$ cat src/rtl/tarc_pkg.sv
// Shared types and constants for the three-axis high-pass and low-pass filter.
`timescale 1ns / 1ps

package tarc_pkg;

    localparam int SAMPLE_BITS = 14;
    localparam int FRAC_BITS   = 8;
    localparam int COEF_BITS   = 16;
    localparam int OUT_BITS    = SAMPLE_BITS + FRAC_BITS + 1;
    localparam int SUM_BITS    = OUT_BITS + 2;
    localparam int PROD_BITS   = SUM_BITS + COEF_BITS + 1;
    localparam int CFG_INDEX_BITS = 4;

    typedef logic signed [SAMPLE_BITS-1:0] sample_t;
    typedef logic signed [OUT_BITS-1:0]    value_t;
    typedef logic        [COEF_BITS-1:0]   coef_t;
    typedef logic        [CFG_INDEX_BITS-1:0] cfg_index_t;

    // Register indexes of the configuration port.
    localparam cfg_index_t CFG_HIGH_PASS_COEF = cfg_index_t'(0);
    localparam cfg_index_t CFG_LOW_PASS_COEF  = cfg_index_t'(1);

    localparam coef_t HIGH_PASS_COEF_RESET = coef_t'(32768);
    localparam coef_t LOW_PASS_COEF_RESET  = coef_t'(32768);

    // Control handed from the top level to each axis filter.
    typedef struct packed {
        logic  update;
        coef_t hp_coef;
        coef_t lp_coef;
    } tarc_ctrl_t;

endpackage

$ cat src/rtl/tarc_axis.sv
// One axis: first-order high-pass and low-pass filter with its state registers.
`timescale 1ns / 1ps

module tarc_axis import tarc_pkg::*;
(
    input  logic       clk,
    input  logic       rst_n,
    input  tarc_ctrl_t ctrl,
    input  sample_t    sample,
    output value_t     hp,
    output value_t     lp
);

    typedef logic signed [SUM_BITS-1:0]  sum_t;
    typedef logic signed [PROD_BITS-1:0] prod_t;
    typedef logic signed [SUM_BITS:0]    scaled_t;

    sample_t prev_reg;
    value_t  hp_reg;
    value_t  lp_reg;
    value_t  hp_next;
    value_t  lp_next;

    logic signed [SAMPLE_BITS:0] diff;
    sum_t    hp_sum;
    sum_t    cur_f;
    sum_t    lp_diff;
    prod_t   hp_prod;
    prod_t   lp_prod;
    scaled_t hp_scaled;
    scaled_t lp_scaled;
    logic    hp_ovf;

    assign diff    = {sample[SAMPLE_BITS-1], sample} - {prev_reg[SAMPLE_BITS-1], prev_reg};
    assign hp_sum  = sum_t'(hp_reg) + (sum_t'(diff) <<< FRAC_BITS);
    assign hp_prod = prod_t'(hp_sum) * prod_t'($signed({1'b0, ctrl.hp_coef}));
    // Dropping the low bits of a two's complement product rounds toward minus infinity.
    assign hp_scaled = hp_prod[PROD_BITS-1:COEF_BITS];
    assign hp_ovf    = (hp_scaled[SUM_BITS:OUT_BITS-1] != '0)
                    && (hp_scaled[SUM_BITS:OUT_BITS-1] != '1);

    always_comb
    begin
        if (hp_ovf)
        begin
            hp_next = hp_scaled[SUM_BITS] ? {1'b1, {(OUT_BITS-1){1'b0}}}
                                          : {1'b0, {(OUT_BITS-1){1'b1}}};
        end
        else
        begin
            hp_next = hp_scaled[OUT_BITS-1:0];
        end
    end

    // The low-pass step lands between the old value and the sample, so it needs no clamp.
    assign cur_f     = sum_t'(sample) <<< FRAC_BITS;
    assign lp_diff   = cur_f - sum_t'(lp_reg);
    assign lp_prod   = prod_t'(lp_diff) * prod_t'($signed({1'b0, ctrl.lp_coef}));
    assign lp_scaled = lp_prod[PROD_BITS-1:COEF_BITS];
    assign lp_next   = lp_reg + lp_scaled[OUT_BITS-1:0];

    always_ff @(posedge clk or negedge rst_n)
    begin
        if (!rst_n)
        begin
            prev_reg <= '0;
            hp_reg   <= '0;
            lp_reg   <= '0;
        end
        else if (ctrl.update)
        begin
            prev_reg <= sample;
            hp_reg   <= hp_next;
            lp_reg   <= lp_next;
        end
    end

    assign hp = hp_reg;
    assign lp = lp_reg;

endmodule

$ cat config.mk
export PLATFORM = sky130hd
export DESIGN_NAME = tarc_axis
export DESIGN_NICKNAME = d
export VERILOG_FILES = /design/src/rtl/tarc_pkg.sv /design/src/rtl/tarc_axis.sv
export SDC_FILE = /design/constraint.sdc
export NUM_CORES = 2
export LEC_CHECK = 0
export BUFFER_PORTS_ARGS = -buffer_cell sky130_fd_sc_hd__buf_2
export CAP_MARGIN = 5
export CORE_MARGIN = 2
export CORE_UTILIZATION = 55
export CTS_CLUSTER_SIZE = 16
export DETAILED_ROUTE_END_ITERATION = 10
export MAX_ROUTING_LAYER = met4
export PLACE_DENSITY = 0.73
export SLEW_MARGIN = 20
export SYNTH_ARGS = -nofsm -noshare
export SYNTH_HDL_FRONTEND = slang
export SYNTH_SLANG_ARGS = --single-unit
export TNS_END_PERCENT = 5
$ cat constraint.sdc
create_clock -name clk -period 26.2 [get_ports clk]
set_input_delay 3.93 -clock clk [delete_from_list [all_inputs] [get_ports clk]]
set_output_delay 3.93 -clock clk [all_outputs]
set_load 0.03 [all_outputs]
==> metrics.cfg <==
[synthesis]
yosys.area_share.adder=0.5524
yosysTopAreaCellShare=0.4513
synth_top_family_by_area=adder cells
ys_top_cells_by_area=fa_1 (45%), inv_1 (11%), ha_1 (10%), nand2_1 (6.3%), and2_1 (5.5%)
synth_area_leader_cell=fa_1
synth_edf_count=0
synth_compound_area_frac=0.07184
syn_nets=4814
yosysSeqAreaShare=0.04605
yosys.cell_types.count=79
synth-async-reset-ratio=1.000
muxShareOfSynthArea=0.003531
synth-simple-area-share=0.1633
avgSynthCellArea_um2=8.651
yosys_warnings=0
syn-cell-area_um2=32600
syn_inst=3769
synth-xor-area-share=0.03373
synth-main-ff-cell=dfrtp_1
ys_ff_latch=60

[critical_path]
slowest_delay_ns=0.58
critPathMostFrequentCell=fa_1
critPathLaunchType=input port
crit_type=in -> reg
cp_max_fo=16
arrival_ns=14.51
cpMaxStageDelayCell=fa_1
critPathCaptureType=flip-flop
cp_data_required_time_ns=26.43

[sta]
timing.final.crit_period_ns=14.28
drv_slew=0
worst_clock_skew_ns=0.009100
timing.fmax_ghz=0.07004
tightestPinTransition_ns=1.141
setup_viol=0
rsz0062_at_grt=no
period_share=0.5450
slew_headroom=0.2358
hold_viol_final=0
setup-tns-final_ns=0

[detailed_routing]
ant_nets=0
drt_iter0_markers=1454
vias_per_cell=5.436
routed-via-count=24635
routed_wl_mm=79.74
drc=0
drt_pre_antenna_iters=6
wl_per_cell_um=17.59

[floorplanning]
start_util=0.5545
ios=95
die_w_um=247.5
die_h_um=247.5
coreArea_um2=58800
fp-row-count=89
dieArea_um2=61240

[run_status]
status=complete, no violations

[clock_network]
post-cts-setup-buffer-count=0
clock-root-buffer=clkbuf_16
cts_buffers=9
clock_latency_ns=0.34
cts_sinks=60
cts_tree=built
cts.htree.levels=3
cts_buffer_depth=2
cts_hold_buf=0
cts.repair.resized=0
clk_pin_slew_ns=0.06

[layout]
seq_area_um2=1501
multi_input_area_um2=26940
nets=4798
stdcell_area_um2=34070
fillCellCount=5306
area_delta_synth_final_pct=4.482
drive_above_1_share=0.05482

[global_routing]
grt_pass1_wl_mm=134.3
grt_pass1_vias=26173
grt-ovfl-total=0
antenna_found_initial=3
grt_max_degree=61
grtUsageTotal=0.2879

[flow_run]
drv_cap=0

[placement]
postPlaceCellArea_um2=33780
hpwl_mm=62.76
place_congestion=0.9188
io_buffers=94

[min_path]
hp-class=reg -> reg

==> synthesized netlist by cell type (all sizes together), types with 13 or more instances <==
library cell and count:
a21oi 90, o21a 13, nor2 106, xor2 32, inv 955, fa 735
nor2b 15, dfrtp 60, nand2 549, ha 261, and2 287, and3 13
a31oi 22, nand2b 19, nand3 40, a21o 43, nand3b 19, o21ai 85
xnor2 91, nor3 20, clkbuf 154
==> routing by layer <==
layer	vias to the layer above	part of all wire	track usage	wire, um
met5	-	0	-	0
met4	0	0.021	0.06428	1671
met3	114	0.069	0.04055	5541
met2	775	0.48	0.4609	38210
met1	12599	0.43	0.3925	34310
li1	11147	-	-	-
==> per-stage QoR <==
stage | instances | util | worst slack [ns] | hold slack, ns
6_report | 4532 | 0.5794 | 11.92 | 0.5204
5_1_grt | 4532 | 0.5794 | 11.35 | 0.5466
4_1_cts | 4531 | 0.5793 | 12.02 | 0.5199
3_5_place_dp | 4515 | 0.5745 | 11.72 | 0.5062
3_3_place_gp | 4515 | 0.5745 | 11.75 | 0.5019
2_1_floorplan | 3769 | - | 12.88 | 0.4849
==> cell families (layout without fill, tap and decap cells) <==
kind of cell	after synthesis	in the layout
AO/OA/AOI/OAI	347	347
XOR/XNOR	123	123
adder cells (fa/ha/maj)	999	999
buffers and inverters	1117	1106
flip-flops	60	60
multiplexers	10	10
other	0	1
AND/OR/NAND/NOR	1113	1113
==> path summary, 6_finish.rpt <==
check	to	from	slack, ns	depth (start not counted)
max	lp[22]	sample[0]	11.92	43
min	prev_reg[0]	prev_reg[0]	0.52	1
max reg2reg	lp[22]	lp[0]	14.89	42
min reg2reg	prev_reg[0]	prev_reg[0]	0.52	1
max in group asynchronous	hp[0]	rst_n	21.86	2
min in group asynchronous	lp[20]	rst_n	3.76	2
==> layout make-up <==
cell class              instances  area share
diodes                          1  0.00007346
inverters                     955      0.1052
flip-flops and latches         60     0.04408
multi-input cells            2592      0.7910
clock inverters                 4    0.001469
repair buffers                135     0.02285
well taps                     773     0.02839
clock buffers                  12    0.006942
==> placed cells by master, fill, tap and decap left out, types with 21 or more instances in the layout <==
cell,instances
inv_1,955
buf_2,94
xnor2_1,83
ha_1,261
a21o_1,43
fa_1,735
and2_1,287
nand2_1,549
nor2_1,104
xor2_1,31
a31oi_1,21
o21ai_0,77
nand3_1,40
dfrtp_1,60
buf_4,41
a21oi_1,71
==> critical path: cells and delay by family <==
| family | cells | cell delay [ns] |
|---|---|---|
| adders and majority gates | 9 | 4.08 |
| muxes | 1 | 0.29 |
| and+or+nand+nor | 10 | 1.67 |
| AOI/OAI and AO/OA | 16 | 3.70 |
| buffers and inverters | 5 | 0.54 |
| xor gates and xnor gates | 2 | 0.28 |
Power is not shown: default switching activity piles up to over one toggle a cycle in this logic, so the estimate is an artifact.
